`src/design/mali_pkg.sv`:
```
// Shared types and constants of the multi-axis linear interpolator.
`default_nettype none
package mali_pkg;

   // Width of every angle field on the ports
   localparam int FIELD_BITS = 9;
   // Number of goal and position fields on the ports
   localparam int GOAL_FIELDS = 6;
   // Largest axis count the home table covers
   localparam int MAX_AXES = 8;

   // Home pose, one entry per axis
   localparam logic [7:0] HOME_ANGLE [MAX_AXES] = '{
      8'd90, 8'd90, 8'd90, 8'd74, 8'd158, 8'd180, 8'd90, 8'd90
   };

   // Transaction kinds on the request channel
   localparam logic KIND_TARGET = 1'b0;
   localparam logic KIND_TICK   = 1'b1;

   // Sequencer commands broadcast to every axis lane
   typedef struct packed {
      logic load;      // latch a new goal and its distance
      logic start;     // clear the serial carry chains before a tick
      logic p1_shift;  // remainder pass: add distance, trial-subtract length
      logic commit;    // keep or drop the trial result, arm the position step
      logic p2_shift;  // position pass: step the angle by one or zero
   } lane_ctrl_type;

   // Result handoff from the sequencer to the output register
   typedef struct packed {
      logic publish;
      logic moving;
      logic arrived;
   } rsp_info_type;

endpackage
`default_nettype wire

```
`src/design/multi_axis_linear_interpolator.sv`:
```
// Top level of the coordinated multi-axis linear move interpolator.
// A target transaction (kind 0) takes the present pose as the start, the given angles
// as the goal and the largest axis distance as the move length, found by a scan over
// the axes, one per cycle. A tick transaction (kind 1) during a move runs two
// bit-serial passes in every axis lane, all lanes in parallel: one pass adds the axis
// distance to a running remainder and trial-subtracts the length, the other steps the
// angle by one degree when the remainder wrapped. This keeps each angle exactly at
// start + (goal - start) * step / length, truncated toward zero. A tick outside a move
// repeats the present pose. Each transaction gives one result, held in an output
// register so the next request is taken while it waits.
`default_nettype none
module multi_axis_linear_interpolator #(
   parameter int AXES = 6,
   parameter int ANGLE_BITS = 9
) (
   input  wire        clock,
   input  wire        reset,
   input  wire        req_valid,
   output logic       req_ready,
   input  wire        req_kind,
   input  wire  [8:0] req_goal_base,
   input  wire  [8:0] req_goal_arm,
   input  wire  [8:0] req_goal_wrist,
   input  wire  [8:0] req_goal_top,
   input  wire  [8:0] req_goal_middle,
   input  wire  [8:0] req_goal_lower,
   output logic       rsp_valid,
   input  wire        rsp_ready,
   output logic [8:0] rsp_pos_base,
   output logic [8:0] rsp_pos_arm,
   output logic [8:0] rsp_pos_wrist,
   output logic [8:0] rsp_pos_top,
   output logic [8:0] rsp_pos_middle,
   output logic [8:0] rsp_pos_lower,
   output logic       rsp_moving,
   output logic       rsp_arrived
);

   localparam int FIELD_W = mali_pkg::FIELD_BITS;
   localparam int FIELDS  = mali_pkg::GOAL_FIELDS;

   mali_pkg::lane_ctrl_type          ctrl;
   mali_pkg::rsp_info_type           info;
   logic                             len_bit;
   logic                             slot_free;
   logic [AXES-1:0][ANGLE_BITS-1:0]  pos_all;
   logic [AXES-1:0][ANGLE_BITS-1:0]  diff_all;
   logic [FIELD_W-1:0]               goal_field [FIELDS];
   logic [FIELD_W-1:0]               pos_field  [FIELDS];

   logic                             rsp_valid_ff;
   logic [FIELD_W-1:0]               rsp_pos_ff [FIELDS];
   logic                             rsp_moving_ff;
   logic                             rsp_arrived_ff;

   assign goal_field[0] = req_goal_base;
   assign goal_field[1] = req_goal_arm;
   assign goal_field[2] = req_goal_wrist;
   assign goal_field[3] = req_goal_top;
   assign goal_field[4] = req_goal_middle;
   assign goal_field[5] = req_goal_lower;

   // Sequence the move and drive the lanes
   mali_seq #(
      .AXES       (AXES),
      .ANGLE_BITS (ANGLE_BITS)
   ) u_seq (
      .clock       (clock),
      .reset       (reset),
      .req_valid   (req_valid),
      .req_kind    (req_kind),
      .req_ready   (req_ready),
      .diff_i      (diff_all),
      .slot_free_i (slot_free),
      .ctrl_o      (ctrl),
      .len_bit_o   (len_bit),
      .info_o      (info)
   );

   // One lane per axis; axes without a goal field keep their present angle as goal
   for (genvar i = 0; i < AXES; i++) begin : g_lane
      logic [ANGLE_BITS-1:0] goal;
      if (i < FIELDS) begin : g_field
         assign goal = ANGLE_BITS'(goal_field[i]);
      end else begin : g_hold
         assign goal = pos_all[i];
      end
      mali_lane #(
         .ANGLE_BITS (ANGLE_BITS),
         .HOME       (mali_pkg::HOME_ANGLE[i])
      ) u_lane (
         .clock     (clock),
         .reset     (reset),
         .ctrl_i    (ctrl),
         .goal_i    (goal),
         .len_bit_i (len_bit),
         .pos_o     (pos_all[i]),
         .diff_o    (diff_all[i])
      );
   end

   // Map lane angles to result fields; positions without an axis read zero
   for (genvar i = 0; i < FIELDS; i++) begin : g_out
      if (i < AXES) begin : g_axis
         assign pos_field[i] = FIELD_W'(pos_all[i]);
      end else begin : g_none
         assign pos_field[i] = '0;
      end
   end

   assign slot_free = !rsp_valid_ff || rsp_ready;

   // Hold the result until it is taken
   always_ff @(posedge clock) begin
      if (reset) begin
         rsp_valid_ff <= 1'b0;
      end else if (info.publish) begin
         rsp_valid_ff <= 1'b1;
      end else if (rsp_ready) begin
         rsp_valid_ff <= 1'b0;
      end
      if (info.publish) begin
         rsp_pos_ff     <= pos_field;
         rsp_moving_ff  <= info.moving;
         rsp_arrived_ff <= info.arrived;
      end
   end

   assign rsp_valid      = rsp_valid_ff;
   assign rsp_pos_base   = rsp_pos_ff[0];
   assign rsp_pos_arm    = rsp_pos_ff[1];
   assign rsp_pos_wrist  = rsp_pos_ff[2];
   assign rsp_pos_top    = rsp_pos_ff[3];
   assign rsp_pos_middle = rsp_pos_ff[4];
   assign rsp_pos_lower  = rsp_pos_ff[5];
   assign rsp_moving     = rsp_moving_ff;
   assign rsp_arrived    = rsp_arrived_ff;

endmodule
`default_nettype wire

```
`src/design/mali_lane.sv`:
```
// One axis lane: bit-serial remainder update and position step.
`default_nettype none
module mali_lane #(
   parameter int ANGLE_BITS = 9,
   parameter logic [7:0] HOME = 8'd90
) (
   input  wire                          clock,
   input  wire                          reset,
   input  mali_pkg::lane_ctrl_type      ctrl_i,
   input  wire  [ANGLE_BITS-1:0]        goal_i,
   input  wire                          len_bit_i,
   output logic [ANGLE_BITS-1:0]        pos_o,
   output logic [ANGLE_BITS-1:0]        diff_o
);

   logic [ANGLE_BITS-1:0] pos_ff, pos_in;
   logic [ANGLE_BITS-1:0] diff_ff, diff_in;
   logic [ANGLE_BITS-1:0] rem_ff, rem_in;
   logic [ANGLE_BITS-1:0] trial_ff, trial_in;
   logic                  up_ff, up_in;
   logic                  carry_ff, carry_in;
   logic                  borrow_ff, borrow_in;

   logic sum_bit, sum_carry, trial_bit, trial_borrow, take, pos_bit;

   // Serial add of distance into remainder, and trial subtract of the length
   always_comb begin
      sum_bit      = rem_ff[0] ^ diff_ff[0] ^ carry_ff;
      sum_carry    = (rem_ff[0] & diff_ff[0]) | (rem_ff[0] & carry_ff) |
                     (diff_ff[0] & carry_ff);
      trial_bit    = sum_bit ^ len_bit_i ^ borrow_ff;
      trial_borrow = (~sum_bit & len_bit_i) | (~sum_bit & borrow_ff) |
                     (len_bit_i & borrow_ff);
      // Sum reached the length when it overflowed or the subtract did not borrow
      take         = carry_ff | ~borrow_ff;
      pos_bit      = pos_ff[0] ^ carry_ff;
   end

   // Next state of the lane
   always_comb begin
      pos_in    = pos_ff;
      diff_in   = diff_ff;
      rem_in    = rem_ff;
      trial_in  = trial_ff;
      up_in     = up_ff;
      carry_in  = carry_ff;
      borrow_in = borrow_ff;
      if (ctrl_i.load) begin
         up_in   = goal_i >= pos_ff;
         diff_in = (goal_i >= pos_ff) ? goal_i - pos_ff : pos_ff - goal_i;
         rem_in  = '0;
      end
      if (ctrl_i.start) begin
         carry_in  = 1'b0;
         borrow_in = 1'b0;
      end
      if (ctrl_i.p1_shift) begin
         rem_in    = {sum_bit, rem_ff[ANGLE_BITS-1:1]};
         trial_in  = {trial_bit, trial_ff[ANGLE_BITS-1:1]};
         diff_in   = {diff_ff[0], diff_ff[ANGLE_BITS-1:1]};
         carry_in  = sum_carry;
         borrow_in = trial_borrow;
      end
      if (ctrl_i.commit) begin
         if (take) begin
            rem_in = trial_ff;
         end
         carry_in = take;
      end
      if (ctrl_i.p2_shift) begin
         pos_in   = {pos_bit, pos_ff[ANGLE_BITS-1:1]};
         carry_in = up_ff ? (pos_ff[0] & carry_ff) : (~pos_ff[0] & carry_ff);
      end
   end

   // Hold lane registers
   always_ff @(posedge clock) begin
      if (reset) begin
         pos_ff <= ANGLE_BITS'(HOME);
      end else begin
         pos_ff <= pos_in;
      end
      diff_ff   <= diff_in;
      rem_ff    <= rem_in;
      trial_ff  <= trial_in;
      up_ff     <= up_in;
      carry_ff  <= carry_in;
      borrow_ff <= borrow_in;
   end

   assign pos_o  = pos_ff;
   assign diff_o = diff_ff;

endmodule
`default_nettype wire

```
`src/design/mali_seq.sv`:
```
// Move sequencer: length scan, step counter and bit-serial pass control.
`default_nettype none
module mali_seq #(
   parameter int AXES = 6,
   parameter int ANGLE_BITS = 9
) (
   input  wire                                 clock,
   input  wire                                 reset,
   input  wire                                 req_valid,
   input  wire                                 req_kind,
   output logic                                req_ready,
   input  wire  [AXES-1:0][ANGLE_BITS-1:0]     diff_i,
   input  wire                                 slot_free_i,
   output mali_pkg::lane_ctrl_type             ctrl_o,
   output logic                                len_bit_o,
   output mali_pkg::rsp_info_type              info_o
);

   localparam int AXIS_W = (AXES > 1) ? $clog2(AXES) : 1;
   localparam int BIT_W  = $clog2(ANGLE_BITS);

   typedef enum logic [2:0] {
      ST_IDLE,
      ST_SCAN,
      ST_PASS1,
      ST_COMMIT,
      ST_PASS2,
      ST_DONE
   } state_type;

   state_type             state_ff, state_in;
   logic [ANGLE_BITS-1:0] step_ff, step_in;
   logic [ANGLE_BITS-1:0] len_ff, len_in;
   logic [ANGLE_BITS-1:0] len_sh_ff, len_sh_in;
   logic [ANGLE_BITS-1:0] max_ff, max_in;
   logic [AXIS_W-1:0]     axis_ff, axis_in;
   logic [BIT_W-1:0]      bit_ff, bit_in;
   logic                  arrived_ff, arrived_in;

   logic [ANGLE_BITS-1:0] step_inc;
   logic [ANGLE_BITS-1:0] longest;
   logic                  accept;

   assign req_ready = (state_ff == ST_IDLE);
   assign accept    = req_valid && req_ready;
   assign len_bit_o = len_sh_ff[0];
   assign step_inc  = step_ff + 1'b1;
   assign longest   = (diff_i[axis_ff] > max_ff) ? diff_i[axis_ff] : max_ff;

   // Next state and lane commands
   always_comb begin
      state_in   = state_ff;
      step_in    = step_ff;
      len_in     = len_ff;
      len_sh_in  = len_sh_ff;
      max_in     = max_ff;
      axis_in    = axis_ff;
      bit_in     = bit_ff;
      arrived_in = arrived_ff;
      ctrl_o     = '0;
      info_o     = '0;
      case (state_ff)
         ST_IDLE: begin
            if (accept) begin
               if (req_kind == mali_pkg::KIND_TARGET) begin
                  ctrl_o.load = 1'b1;
                  max_in      = '0;
                  axis_in     = '0;
                  state_in    = ST_SCAN;
               end else if (step_ff < len_ff) begin
                  ctrl_o.start = 1'b1;
                  step_in      = step_inc;
                  arrived_in   = (step_inc == len_ff);
                  len_sh_in    = len_ff;
                  bit_in       = '0;
                  state_in     = ST_PASS1;
               end else begin
                  arrived_in = 1'b0;
                  state_in   = ST_DONE;
               end
            end
         end
         ST_SCAN: begin
            // Take the largest axis distance, one axis per cycle
            if (axis_ff == AXIS_W'(AXES - 1)) begin
               len_in     = longest;
               step_in    = '0;
               arrived_in = (longest == '0);
               state_in   = ST_DONE;
            end else begin
               max_in  = longest;
               axis_in = axis_ff + 1'b1;
            end
         end
         ST_PASS1: begin
            ctrl_o.p1_shift = 1'b1;
            len_sh_in       = len_sh_ff >> 1;
            bit_in          = bit_ff + 1'b1;
            if (bit_ff == BIT_W'(ANGLE_BITS - 1)) begin
               state_in = ST_COMMIT;
            end
         end
         ST_COMMIT: begin
            ctrl_o.commit = 1'b1;
            bit_in        = '0;
            state_in      = ST_PASS2;
         end
         ST_PASS2: begin
            ctrl_o.p2_shift = 1'b1;
            bit_in          = bit_ff + 1'b1;
            if (bit_ff == BIT_W'(ANGLE_BITS - 1)) begin
               state_in = ST_DONE;
            end
         end
         ST_DONE: begin
            // Hand the result over once the output register is free
            if (slot_free_i) begin
               info_o.publish = 1'b1;
               info_o.moving  = (step_ff < len_ff);
               info_o.arrived = arrived_ff;
               state_in       = ST_IDLE;
            end
         end
         default: begin
            state_in = ST_IDLE;
         end
      endcase
   end

   // Hold state, counters and move registers
   always_ff @(posedge clock) begin
      if (reset) begin
         state_ff   <= ST_IDLE;
         step_ff    <= '0;
         len_ff     <= '0;
         arrived_ff <= 1'b0;
      end else begin
         state_ff   <= state_in;
         step_ff    <= step_in;
         len_ff     <= len_in;
         arrived_ff <= arrived_in;
      end
      len_sh_ff <= len_sh_in;
      max_ff    <= max_in;
      axis_ff   <= axis_in;
      bit_ff    <= bit_in;
   end

   a_step_bound: assert property (@(posedge clock) disable iff (reset)
      step_ff <= len_ff)
      else $error("step counter passed the move length");

   a_idle_quiet: assert property (@(posedge clock) disable iff (reset)
      req_ready |-> !(ctrl_o.p1_shift || ctrl_o.commit || ctrl_o.p2_shift))
      else $error("lane pass active while accepting a transaction");

   a_arrived_end: assert property (@(posedge clock) disable iff (reset)
      (info_o.publish && info_o.arrived) |-> (step_ff == len_ff))
      else $error("arrival flagged before the last step");

   a_flags_excl: assert property (@(posedge clock) disable iff (reset)
      info_o.publish |-> !(info_o.moving && info_o.arrived))
      else $error("moving and arrived both set");

endmodule
`default_nettype wire

```
`config.mk`:
```
export PLATFORM = sky130hd
export DESIGN_NAME = multi_axis_linear_interpolator
export DESIGN_NICKNAME = d
export VERILOG_FILES = /design/src/design/mali_pkg.sv /design/src/design/multi_axis_linear_interpolator.sv /design/src/design/mali_lane.sv /design/src/design/mali_seq.sv
export SDC_FILE = /design/constraint.sdc
export NUM_CORES = 1
export LEC_CHECK = 0
export BUFFER_PORTS_ARGS = -buffer_cell sky130_fd_sc_hd__clkbuf_2
export CORE_MARGIN = 1
export CORE_UTILIZATION = 40
export CTS_BUF_LIST = sky130_fd_sc_hd__clkbuf_8
export CTS_CLUSTER_SIZE = 30
export DETAILED_ROUTE_END_ITERATION = 8
export PLACE_DENSITY_LB_ADDON = 0.25
export SLEW_MARGIN = 25
export SYNTH_ARGS = -nofsm -noshare
export SYNTH_HDL_FRONTEND = slang
export SYNTH_SLANG_ARGS = --single-unit
```
`constraint.sdc`:
```
create_clock -name clock -period 8.7 [get_ports clock]
set_clock_uncertainty 0.05 [all_clocks]
set_input_delay 2.61 -clock clock [delete_from_list [all_inputs] [get_ports clock]]
set_output_delay 2.61 -clock clock [all_outputs]
set_load 0.02 [all_outputs]
```
; Yosys cells after proc, flatten, opt, wreduce, memory -nomap -nowiden
; Cells that the tools add are included.
[totals]
ff_bits = 338
output_inout_bits = 58
word_cells = 369
[op_classes]
addsub = 15
order_cmp = 9
eq_ne = 17
n_mux = 122
bitwise_logic = 126
n_reduce_logical = 21
[ops]
columns = operator, count
row1 = $mux W9, 54
row2 = $sub A9 B9 Y9, 12
row3 = $ge A9 B9 Y1, 6
row4 = $pmux W9 S2, 3
row5 = $and A1 B1 Y1, 48
row6 = $mux W1, 43
row7 = $mux W3, 12
row8 = $or A1 B1 Y1, 30
row9 = $xor A1 B1 Y1, 30
row10 = $bmux W9 S3, 1
row11 = $not A1 Y1, 18
row12 = $pmux W3 S6, 1
row13 = $reduce_and A4 Y1, 4
row14 = $mux W4, 3
row15 = $ne A2 B2 Y1 const B, 6
row16 = $pmux W4 S3, 1
row17 = $reduce_and A5 Y1, 2
row18 = $reduce_bool A2 Y1, 5
row19 = $add A9 B1 Y9 const B, 1
row20 = $eq A3 B3 Y1 const B, 3
row21 = $eq A9 B9 Y1, 1
row22 = $gt A9 B9 Y1, 1
row23 = $logic_not A9 Y1, 1
row24 = $lt A9 B9 Y1, 1
row25 = other kinds (18), 23

; Depth between registers and ports, before layout
; Gate-level depths: netlist of run 1.
[depth]
depth_word = 9
mapped_depth = 15
mapped_depth_nobuf = 13

; Cells and area by module
; Synthesis of run 1 repeated with hierarchy kept, for this count alone.
[hier_totals]
cells_unflattened = 1810
area_unflattened_um2 = 19057.0
[by_module_without_submodules]
columns = mod, n_inst, cells_per_inst, area_per_inst_um2, seq_area_each_um2
row1 = mali_lane at g_lane[0].u_lane ..., 3, 229, 2314.7, 991.0
row2 = mali_seq, 1, 378, 3455.8, 1191.1
row3 = mali_lane at g_lane[3].u_lane, 1, 229, 2317.2, 991.0
row4 = mali_lane at g_lane[5].u_lane, 1, 228, 2307.2, 991.0
row5 = mali_lane at g_lane[4].u_lane, 1, 228, 2304.7, 991.0
row6 = multi_axis_linear_interpolator, 1, 60, 1727.9, 1701.6

; Least setup slack after synthesis of run 1
; Ideal clock, no wire load.
[synth_timing]
kind = input to register
startpoint = in rsp_ready
endpoint = reg rsp_moving_ff, in the netlist rsp_moving, data pin
setup_ns = 0.165
arrival_ns = 7.094
t_required_ns = 8.485
setup_slack_ns = 1.391
stages = 3
n_path_buf = 0
path_cell_list = nor2b_1 -> nor3_1 -> and3_1
[synth_between]
elab_chain_len = 2
[synth_rtl]
columns = element, line_no
row1 = start: declaration, multi_axis_linear_interpolator.sv:28  ; input wire rsp_ready,
row2 = $logic_or A1 B1 Y1, multi_axis_linear_interpolator.sv:111  ; assign slot_free = !rsp_valid_ff || rsp_ready;
row3 = $reduce_and A2 Y1 (no source line), -
row4 = end signal: assignment, multi_axis_linear_interpolator.sv:124  ; rsp_moving_ff <= info.moving;
row5 = end: declaration, multi_axis_linear_interpolator.sv:53  ; logic rsp_moving_ff;
; No other way between the ends.
; A chain may end at the register's enable or synchronous reset.

; Final worst setup path of run 1
[layout_timing]
startpoint = in req_goal_top[1]
endpoint = reg g_lane[3].u_lane.diff_ff[6], data pin
[layout_between]
elab_chain_len = 4
[layout_rtl]
columns = element, line_no
row1 = start: declaration, multi_axis_linear_interpolator.sv:24  ; input wire [8:0] req_goal_top,
row2 = $sub A9 B9 Y9 / $ge A9 B9 Y1 (equally long branches), mali_lane.sv:50  ; diff_in = (goal_i >= pos_ff) ? goal_i - pos_ff : pos_ff - goal_i;
row3 = $mux W9 *, mali_lane.sv:50
row4 = $mux W9 *, mali_lane.sv:48  ; if (ctrl_i.load) begin
row5 = $mux W9 *, mali_lane.sv:57  ; if (ctrl_i.p1_shift) begin
row6 = named net g_lane[3].u_lane.diff_in[6], mali_lane.sv:17  ; logic [ANGLE_BITS-1:0] diff_ff, diff_in;
row7 = end signal: assignment, mali_lane.sv:83  ; diff_ff <= diff_in;
row8 = end: declaration, mali_lane.sv:17
; Mark *: on every way through the listed nets, which the timed path passes. The rest lies on a longest branch. The select of a mux whose other input is x is not followed.

==> reports/results.txt, run 1 <==
Commonest non-fill, non-tap cell in the layout - edfxtp_1
Largest net degree at the start of global routing - 90
Initial Util - 40.6%
Final setup violating endpoints - 0
Vias in the first global route - 13,600
Total wire length - 45.2 mm
Routed wl met2 - 20.6 mm
GR Util All Layers - 18.9%
Final worst path period need - 4.87 ns
TritonRoute pass-1 iters - 8
Clock Latency Late Sink - 0.66 ns
Type of the worst setup path - in2reg
TritonCTS clock tree - built
Pleak - 0.00879 uW
Endpoints failing hold - 0
Most frequent cells in the layout - edfxtp_1 (207), inv_1 (197), nand2_1 (187)
Cts repair resizes - 0
Distinct cells, synth - 92
PortBufs - 116
CP Capture Type - flip-flop
Status - finished with violations
Drt wl/cell - 16.9 um
Final HPWL DP - 31.2 mm
Yosys warnings - 0
Worst vdd ir - 0.000139 V
Die X - 220 um
Antenna violations before repair - 0
Final Cycle Share - 56.0%
Pwr/cell area - 317 nW/um^2
Placed Area - 20,100 um^2
Logic gate share of total power - 41.1%
Remaining antenna violation count - 0
Post-CTS Setup Repair Bufs - 0
Flops & latches, synth - 338
Fill cells - 4,485
Switching share of power - 38.7%
Via density - 5.30
CTS root buf - clkbuf_8
Part of the power in registers - 36.9%
Design area - 21,300 um^2
Failing checks - design-rule violations
Maxcap violations - 0
Syn_nets - 2,120
Max Slew Vio Count - 0
Cell-internal power - 4130 uW
Worst hold path type - reg2reg
Die Y - 220 um
Mapped Cells - 1,912
Actual slew at the worst max-slew pin - 0.994 ns
Core Region - 46,700 um^2
CP Data Arrival Time - 5.30 ns
Fmax - 0.205 GHz
Setup TNS - 0 ns
Worst path required time - 9.13 ns
Final #Nets - 2,222
Share of layout cells above drive strength 1 - 13.4%
Synth Flop Type - edfxtp_1
Psw - 2610 uW
Final GP Congestion - 0.877
RSZ-0062 raised after global routing - no
CTS Hold Bufs - 0
Die ar. - 48,200 um^2
Crit path max fanout - 12
Ant diodes - 0
Rel. slew slack - 33.3%
Power share of the clock group - 22.0%
Global-route wire length before repair - 72.7 mm
Syn_area_per_cell - 9.90 um^2
CTS max path bufs - 3
EDFF count, synth - 207
Clk slew on worst S/H paths - 0.06 ns
Area Overhead vs Synth - 12.3%
CP Launch Type - primary input
Routed wl met3 - 2.23 mm
Uppermost layer routed - met4
Vias - 14,100
H-tree depth - 2
DRT iter0 DRCs - 1,023
Io pins - 117
Sink Count - 338
DR DRC count - 4
Row count - 79
Wire length on met1 - 21.6 mm
CTS Buf Count - 58
Sequential area share after synthesis - 46.7%
GRT overflow - 0
Synth async-reset ratio - 0%
Mapped cell area - 18,900 um^2
per-layer routing:
layer  vias up  track usage, %
li1       7008               -
met2       326            29.9
met4         0            5.07
met5         -               0
met1      6740            26.0
met3        67            3.86
worst paths after layout:
path	start	cells past startpoint	slack, ns	to
worst max-delay path	req_goal_top[1]	11	3.83	g_lane[3].u_lane.diff_o[6]$_DFFE_PP_
worst max register to register	u_seq.axis_ff[0]$_SDFFCE_PP0P_	12	4.79	u_seq.max_ff[2]$_SDFFCE_PP0P_
worst min-delay path	g_lane[0].u_lane.trial_ff[2]$_DFFE_PP_	0	0.39	g_lane[0].u_lane.trial_ff[1]$_DFFE_PP_
worst min register to register	g_lane[0].u_lane.trial_ff[2]$_DFFE_PP_	0	0.39	g_lane[0].u_lane.trial_ff[1]$_DFFE_PP_
per-stage QoR:
stage	util (%)	cells	total power, uW	hold WS (ns)	worst slack, ns
2_1_floorplan	-	1912	4550	0.368	1.39
3_3_place_gp	42.9	2561	5230	0.379	3.25
3_5_place_dp	43.0	2561	5280	0.384	3.18
4_1_cts	45.6	2670	6810	0.398	3.88
5_1_grt	45.6	2670	7230	0.401	3.64
6_report	45.6	2670	6740	0.394	3.83
worst max-delay path: stages:
cell	delay, ns
clkbuf_2	0.13
inv_1	0.08
ha_1	0.31
nor2b_1	0.14
o21a_1	0.13
o21ai_1	0.09
a21o_1	0.21
o21ai_1	0.79
mux2_2	0.43
and4_1	0.20
o31ai_1	0.17
cell usage after synthesis, types with 32 or more instances:
library cell  instances  area share (%)
ha_1                125             8.3
inv_1               180             3.6
clkbuf_1             66             1.3
o21ai_0             106             2.8
and3_1               62             2.0
nor2_1              132             2.6
edfxtp_1            207              33
a21oi_1             182             4.8
mux2i_1              37             2.0
dfxtp_1             131              14
xnor2_1              32             1.5
nand2_1             190             3.8
cell families (layout without fill, tap and decap cells):
family,after synthesis,count (layout),synth area share (%)
buffers and inverters,270,421,5.52
and+or+nand+nor,524,524,13.2
DFF,338,338,46.7
xor gates and xnor gates,60,60,2.78
muxes,65,65,4.18
AOI/OAI and AO/OA,506,506,16.8
adders and majority gates,149,149,10.8
cell type report:
cell class | count | area (um^2) | share of cell area (%)
clock buffer | 68 | 936 | 4.40
clock inverter | 41 | 259 | 1.22
inverter | 183 | 689 | 3.24
multi-input combinational | 1304 | 9090 | 42.8
sequential | 338 | 8840 | 41.6
tap | 607 | 759 | 3.57
timing repair buffer | 129 | 678 | 3.19
state kept, by name, summed over array words and instances, names as in the netlist, 4 cells and up:
| name | flops |
|---|---|
| u_seq.len_ff | 9 |
| rsp_pos_lower | 9 |
| rsp_pos_base | 9 |
| u_seq.step_ff | 9 |
| u_seq.max_ff | 9 |
| rsp_pos_middle | 9 |
| g_lane.u_lane.rem_ff | 54 |
| g_lane.u_lane.pos_o | 54 |
| u_seq.bit_ff | 4 |
| rsp_pos_arm | 9 |
| rsp_pos_top | 9 |
| g_lane.u_lane.borrow_ff | 6 |
| g_lane.u_lane.carry_ff | 6 |
| g_lane.u_lane.trial_ff | 54 |
| rsp_pos_wrist | 9 |
| u_seq.len_sh_ff | 9 |
| g_lane.u_lane.up_ff | 6 |
| g_lane.u_lane.diff_o | 54 |
power by group through the flow:
| stage | logic [uW] | registers [uW] | clock network (uW) |
|---|---|---|---|
| 2_1_floorplan | 2110 | 2430 | 0 |
| 3_3_place_gp | 2720 | 2510 | 0 |
| 3_5_place_dp | 2760 | 2520 | 0 |
| 4_1_cts | 2780 | 2490 | 1530 |
| 5_1_grt | 3110 | 2530 | 1590 |
| 6_report | 2770 | 2490 | 1480 |
Power figures use the tool's default switching activity.
==> run 2: changes to the inputs <==
--- a/config.mk
+++ b/config.mk
@@ -5,6 +5,7 @@
 export SDC_FILE = /design/constraint.sdc
 export NUM_CORES = 1
 export LEC_CHECK = 0
+export ABC_AREA = 1
 export BUFFER_PORTS_ARGS = -buffer_cell sky130_fd_sc_hd__clkbuf_2
 export CORE_MARGIN = 1
 export CORE_UTILIZATION = 40
==> constraint.sdc (replaced) <==
create_clock -name clock -period 4.55 [get_ports clock]
set_clock_uncertainty 0.05 [all_clocks]
set_input_delay 1.365 -clock clock [delete_from_list [all_inputs] [get_ports clock]]
set_output_delay 1.365 -clock clock [all_outputs]
set_load 0.02 [all_outputs]
==> run 2 against run 1 <==
Effect of this change: the run now ends clean; sequential share of layout area rose by 0.27 points; cell count up 9.5%; sequential power grew 110%; clock power increased by 94%; combinational power rose by 110%; hold slack got worse by 0.014 ns; count of clock-buffer cells in the layout shrank 3; via count up 4.0%.
==> reports/results.txt, run 2 <==
Flops & latches, synth - 338
Syn_area_per_cell - 8.69 um^2
Pwr/cell area - 655 nW/um^2
Maxcap violations - 0
Global-route wire length before repair - 73.8 mm
RSZ-0062 raised after global routing - no
DRT iter0 DRCs - 799
Top cells by count, synth - nand2_1 (472), inv_1 (240), nor2_1 (213), edfxtp_1 (207), o21ai_0 (140)
Largest net degree at the start of global routing - 150
CTS Hold Bufs - 0
Final worst path period need - 3.52 ns
Yosys top cell by area - edfxtp_1
Sequential area share after synthesis - 47.0%
Clock Latency Late Sink - 0.67 ns
Post-CTS Setup Repair Bufs - 0
CP Launch Type - flip-flop
GR Util All Layers - 19.3%
Core Region - 46,500 um^2
Row count - 79
Most common cell in the netlist - nand2_1
Final setup violating endpoints - 0
Power share of the clock group - 20.7%
Endpoints failing hold - 0
Placed Cells - 2,808
Vias in the first global route - 14,300
H-tree depth - 2
Rel. slew slack - 35.2%
Io pins - 117
Synth top area share - 33.0%
Final HPWL DP - 32.5 mm
GRT overflow - 0
Logic gate share of total power - 42.2%
Die Y - 219 um
Area Overhead vs Synth - 12.2%
CTS root buf - clkbuf_8
Synth top area cells - edfxtp_1 (33%), dfxtp_1 (14%), nand2_1 (9.4%), ha_1 (8.3%), inv_1 (4.8%)
Max Slew Vio Count - 0
Syn_nets - 2,373
Remaining antenna violation count - 0
Fmax - 0.284 GHz
TritonRoute pass-1 iters - 6
Drt wl/cell - 15.7 um
Yosys warnings - 0
Final GP Congestion - 0.843
Via density - 5.03
Crit path max fanout - 25
Antenna violations before repair - 0
CTS Buf Count - 61
Status - finished, final reports clean
Synth async-reset ratio - 0%
Initial Util - 40.5%
Switching share of power - 42.3%
Ant diodes - 0
TritonCTS clock tree - built
CTS max path bufs - 3
DR DRC count - 0
CP Data Arrival Time - 4.07 ns
Fill cells - 4,601
Most frequent cells in the layout - nand2_1 (471), inv_1 (265), nor2_1 (212)
Actual slew at the worst max-slew pin - 0.973 ns
EDFF count, synth - 207
Worst path required time - 5.10 ns
Final Cycle Share - 77.3%
Die X - 219 um
CP Capture Type - flip-flop
Cts repair resizes - 0
Clk slew on worst S/H paths - 0.06 ns
Synth Flop Type - edfxtp_1
Sink Count - 338
Fin cells - 2,924
Type of the worst setup path - reg2reg
Part of the power in registers - 37.1%
Worst setup margin - 1.03 ns
Die ar. - 47,900 um^2
Distinct cells, synth - 41
Cell-internal power - 7980 uW
PortBufs - 116
Mapped Cells - 2,165
Total wire length - 45.8 mm
Post-Route Utilization - 45.5%
Worst vdd ir - 0.000411 V
Pre-CTS setup slack - 1.03 ns
Worst hold path type - reg2reg
Commonest non-fill, non-tap cell in the layout - nand2_1
Pleak - 0.00923 uW
Final #Nets - 2,472
Mapped cell area - 18,800 um^2
Share of layout cells above drive strength 1 - 10.7%
Psw - 5860 uW
Vias - 14,700
Setup TNS - 0 ns
## run 2: cell count changes in the layout (fill, tap and decap cells not counted), sizes merged, moves of 37 or more
cell and delta:
inv +82, nand2 +284, nor2 +85, a21oi -50
mux2i -37, a31oi +77, nand3 +54, and3 -62
xor2 +40
## run 2: layout make-up
cell class	count	area (um^2)	area share [%]
flip-flops and latches	338	8840	41.9
multi-input cells	1482	8660	41.0
inverters	256	961	4.55
clock buffers	65	895	4.24
well taps	607	759	3.60
repair buffers	125	677	3.21
clock inverters	51	328	1.55
## run 2: kinds of logic after synthesis
| family | Yosys count | share of synthesized area, % |
|---|---|---|
| adders and majority gates | 149 | 10.9 |
| buffers and inverters | 345 | 7.17 |
| AOI/OAI and AO/OA | 444 | 13.6 |
| xor gates and xnor gates | 86 | 4.00 |
| DFF | 338 | 47.0 |
| and+or+nand+nor | 803 | 17.4 |
## run 2: worst paths after layout
kind,slack [ns],to,cells after the start,from
min,0.38,g_lane[5].u_lane.trial_ff[3]$_DFFE_PP_,0,g_lane[5].u_lane.trial_ff[4]$_DFFE_PP_
max reg2reg,1.03,u_seq.arrived_ff$_SDFFE_PP0P_,20,u_seq.axis_ff[0]$_SDFFCE_PP0P_
max,1.03,u_seq.arrived_ff$_SDFFE_PP0P_,20,u_seq.axis_ff[0]$_SDFFCE_PP0P_
min reg2reg,0.38,g_lane[5].u_lane.trial_ff[3]$_DFFE_PP_,0,g_lane[5].u_lane.trial_ff[4]$_DFFE_PP_
## run 2: worst max-delay path: stages, from the launching register on
cell and delay, ns:
edfxtp_1 0.56, inv_2 0.40, a21oi_1 0.15, o21ai_0 0.13, o21ai_0 0.25, nand2_1 0.13
nand2_1 0.10, ha_1 0.31, nand2_1 0.11, inv_1 0.05, nand2_1 0.06, nand2_1 0.05
nand2_1 0.08, nand3_2 0.16, nand2_2 0.22, nand2_1 0.07, nand2_1 0.15, nand2_1 0.07
nor2_1 0.09, nand3_1 0.13, a21oi_1 0.14
## run 2: routing by layer
layer	track usage, %	share of wire [%]	vias up
met3	3.26	5.0	69
met4	6.62	2.3	0
li1	-	-	7464
met5	0	0	-
met1	27.0	48	6858
met2	30.2	45	321
## run 2: power groups by stage
stage          Combinational [uW]  Sequential, uW  Clock, uW
5_1_grt                      6640            5250       3100
6_report                     5830            5130       2870
3_5_place_dp                 5830            5180          0
2_1_floorplan                4370            4980          0
4_1_cts                      5860            5130       2970
3_3_place_gp                 5740            5170          0
## run 2: stage by stage
| step | hold WS [ns] | instance area, um^2 | power, uW |
|---|---|---|---|
| CTS | 0.387 | 21100 | 14000 |
| finish | 0.381 | 21100 | 13800 |
| detailed placement | 0.377 | 19900 | 11000 |
| floorplan | 0.358 | 18800 | 9350 |
| global route | 0.395 | 21100 | 15000 |
| global placement | 0.377 | 19900 | 10900 |
==> run 3: changes to the inputs <==
==> constraint.sdc (replaced) <==
create_clock -name clock -period 3.4 [get_ports clock]
set_clock_uncertainty 0.05 [all_clocks]
set_input_delay 1.02 -clock clock [delete_from_list [all_inputs] [get_ports clock]]
set_output_delay 1.02 -clock clock [all_outputs]
set_load 0.02 [all_outputs]
==> run 3 against run 2 <==
Effect of this change: total power up 36%; register-to-register slack worse by 0.71 ns; cell count up 0.38%; flip-flop and latch count unchanged; fmax up 14%; non-clock buffer count up 13; highest routed layer unchanged.
==> reports/results.txt, run 3 (synthesized netlist as in run 2, its figures left out) <==
Status - finished, final reports clean
Logic gate share of total power - 42.4%
Rel. slew slack - 34.4%
TritonRoute pass-1 iters - 5
Die X - 219 um
H-tree depth - 2
Design area - 21,300 um^2
CTS Hold Bufs - 0
Final Cycle Share - 90.7%
Die Y - 219 um
Total wire length - 46.0 mm
Remaining antenna violation count - 0
Clk slew on worst S/H paths - 0.06 ns
Row count - 79
Final GP Congestion - 0.858
Switching share of power - 41.7%
Fmax - 0.324 GHz
Worst vdd ir - 0.000486 V
Pwr/cell area - 882 nW/um^2
Worst path required time - 3.94 ns
CP Data Arrival Time - 3.62 ns
Cts repair resizes - 0
Io pins - 117
Drt wl/cell - 15.7 um
CTS Buf Count - 60
Pleak - 0.00933 uW
PortBufs - 116
CTS root buf - clkbuf_8
Worst hold path type - reg2reg
Share of layout cells above drive strength 1 - 11.4%
GR Util All Layers - 19.4%
Final setup violating endpoints - 0
Die ar. - 47,900 um^2
Part of the power in registers - 36.4%
Max Slew Vio Count - 0
Via density - 5.02
Actual slew at the worst max-slew pin - 0.985 ns
Ant diodes - 0
Psw - 7820 uW
Global-route wire length before repair - 74.1 mm
Final #Nets - 2,484
Maxcap violations - 0
Final HPWL DP - 32.7 mm
RSZ-0062 raised after global routing - no
DR DRC count - 0
Worst-case hold slack - 0.391 ns
Endpoints failing hold - 0
Final Power - 18,800 uW
TritonCTS clock tree - built
Power share of the clock group - 21.3%
Antenna violations before repair - 0
Area Overhead vs Synth - 13.0%
Type of the worst setup path - reg2reg
Clock Latency Late Sink - 0.66 ns
Most frequent cells in the layout - nand2_1 (471), inv_1 (264), nor2_1 (212)
CTS max path bufs - 3
Reg2Reg Setup Slack - 0.32 ns
Crit path max fanout - 18
GRT overflow - 0
Largest net degree at the start of global routing - 149
CP Capture Type - flip-flop
Cell-internal power - 10,900 uW
Setup TNS - 0 ns
Final worst path period need - 3.08 ns
Core Region - 46,500 um^2
CP Launch Type - flip-flop
Commonest non-fill, non-tap cell in the layout - nand2_1
Initial Util - 40.5%
Placed Area - 20,000 um^2
Sink Count - 338
Post-CTS Setup Repair Bufs - 0
Vias - 14,700
Vias in the first global route - 14,300
DRT iter0 DRCs - 1,056
[run 3: worst paths after layout]
check / from / endpoint / depth (start not counted)
max reg2reg: u_seq.axis_ff[0]$_SDFFCE_PP0P_ / u_seq.arrived_ff$_SDFFE_PP0P_ / 19
min: g_lane[2].u_lane.pos_o[8]$_SDFFE_PP0P_ / rsp_pos_wrist[8]$_DFFE_PP_ / 0
max: u_seq.axis_ff[0]$_SDFFCE_PP0P_ / u_seq.arrived_ff$_SDFFE_PP0P_ / 19
min reg2reg: g_lane[2].u_lane.pos_o[8]$_SDFFE_PP0P_ / rsp_pos_wrist[8]$_DFFE_PP_ / 0
[run 3: final cells by class]
cell class,instances,area (um^2)
Multi-Input combinational cell,1482,8660
Tap cell,607,759
Fill cell,4635,25200
Clock buffer,69,950
Timing Repair Buffer,138,783
Inverter,256,961
Clock inverter,45,327
Sequential cell,338,8840
[run 3: worst max-delay path, cell delays in order, from the launching register on]
cell	delay, ns
edfxtp_1	0.42
inv_2	0.27
nor2_1	0.08
o21ai_0	0.39
nand2_1	0.14
nand2_1	0.13
ha_1	0.24
nand2_1	0.11
inv_1	0.05
nand2_1	0.06
nand2_1	0.05
nand2_1	0.09
nand3_2	0.09
nand2_2	0.19
nand2_1	0.07
nand2_1	0.17
nand2_1	0.08
nor2_1	0.08
nand3_1	0.10
a21oi_1	0.15
[run 3: per-layer routing]
metal	track usage (%)	share of wire, %	up-vias
met3	3.16	4.4	67
met1	27.3	49	6890
li1	-	-	7482
met4	6.60	2.3	0
met2	30.1	44	287
met5	0	0	-
[run 3: stage by stage]
| stage | worst slack, ns | cells | util [%] |
|---|---|---|---|
| after floorplan | 0.188 | 2165 | - |
| after global placement | 0.329 | 2820 | 43.0 |
| after detailed placement | 0.265 | 2820 | 43.0 |
| after CTS | 0.332 | 2934 | 45.8 |
| after global routing | 0.124 | 2935 | 45.8 |
| final | 0.318 | 2935 | 45.8 |
[run 3: power groups by stage]
stage / clock, uW / combinational, uW / sequential, uW
floorplan: 0 / 5850 / 6660
global placement: 0 / 7830 / 6870
detailed placement: 0 / 7910 / 6900
CTS: 4120 / 7970 / 6830
global route: 4300 / 9040 / 6970
finish: 3990 / 7950 / 6820
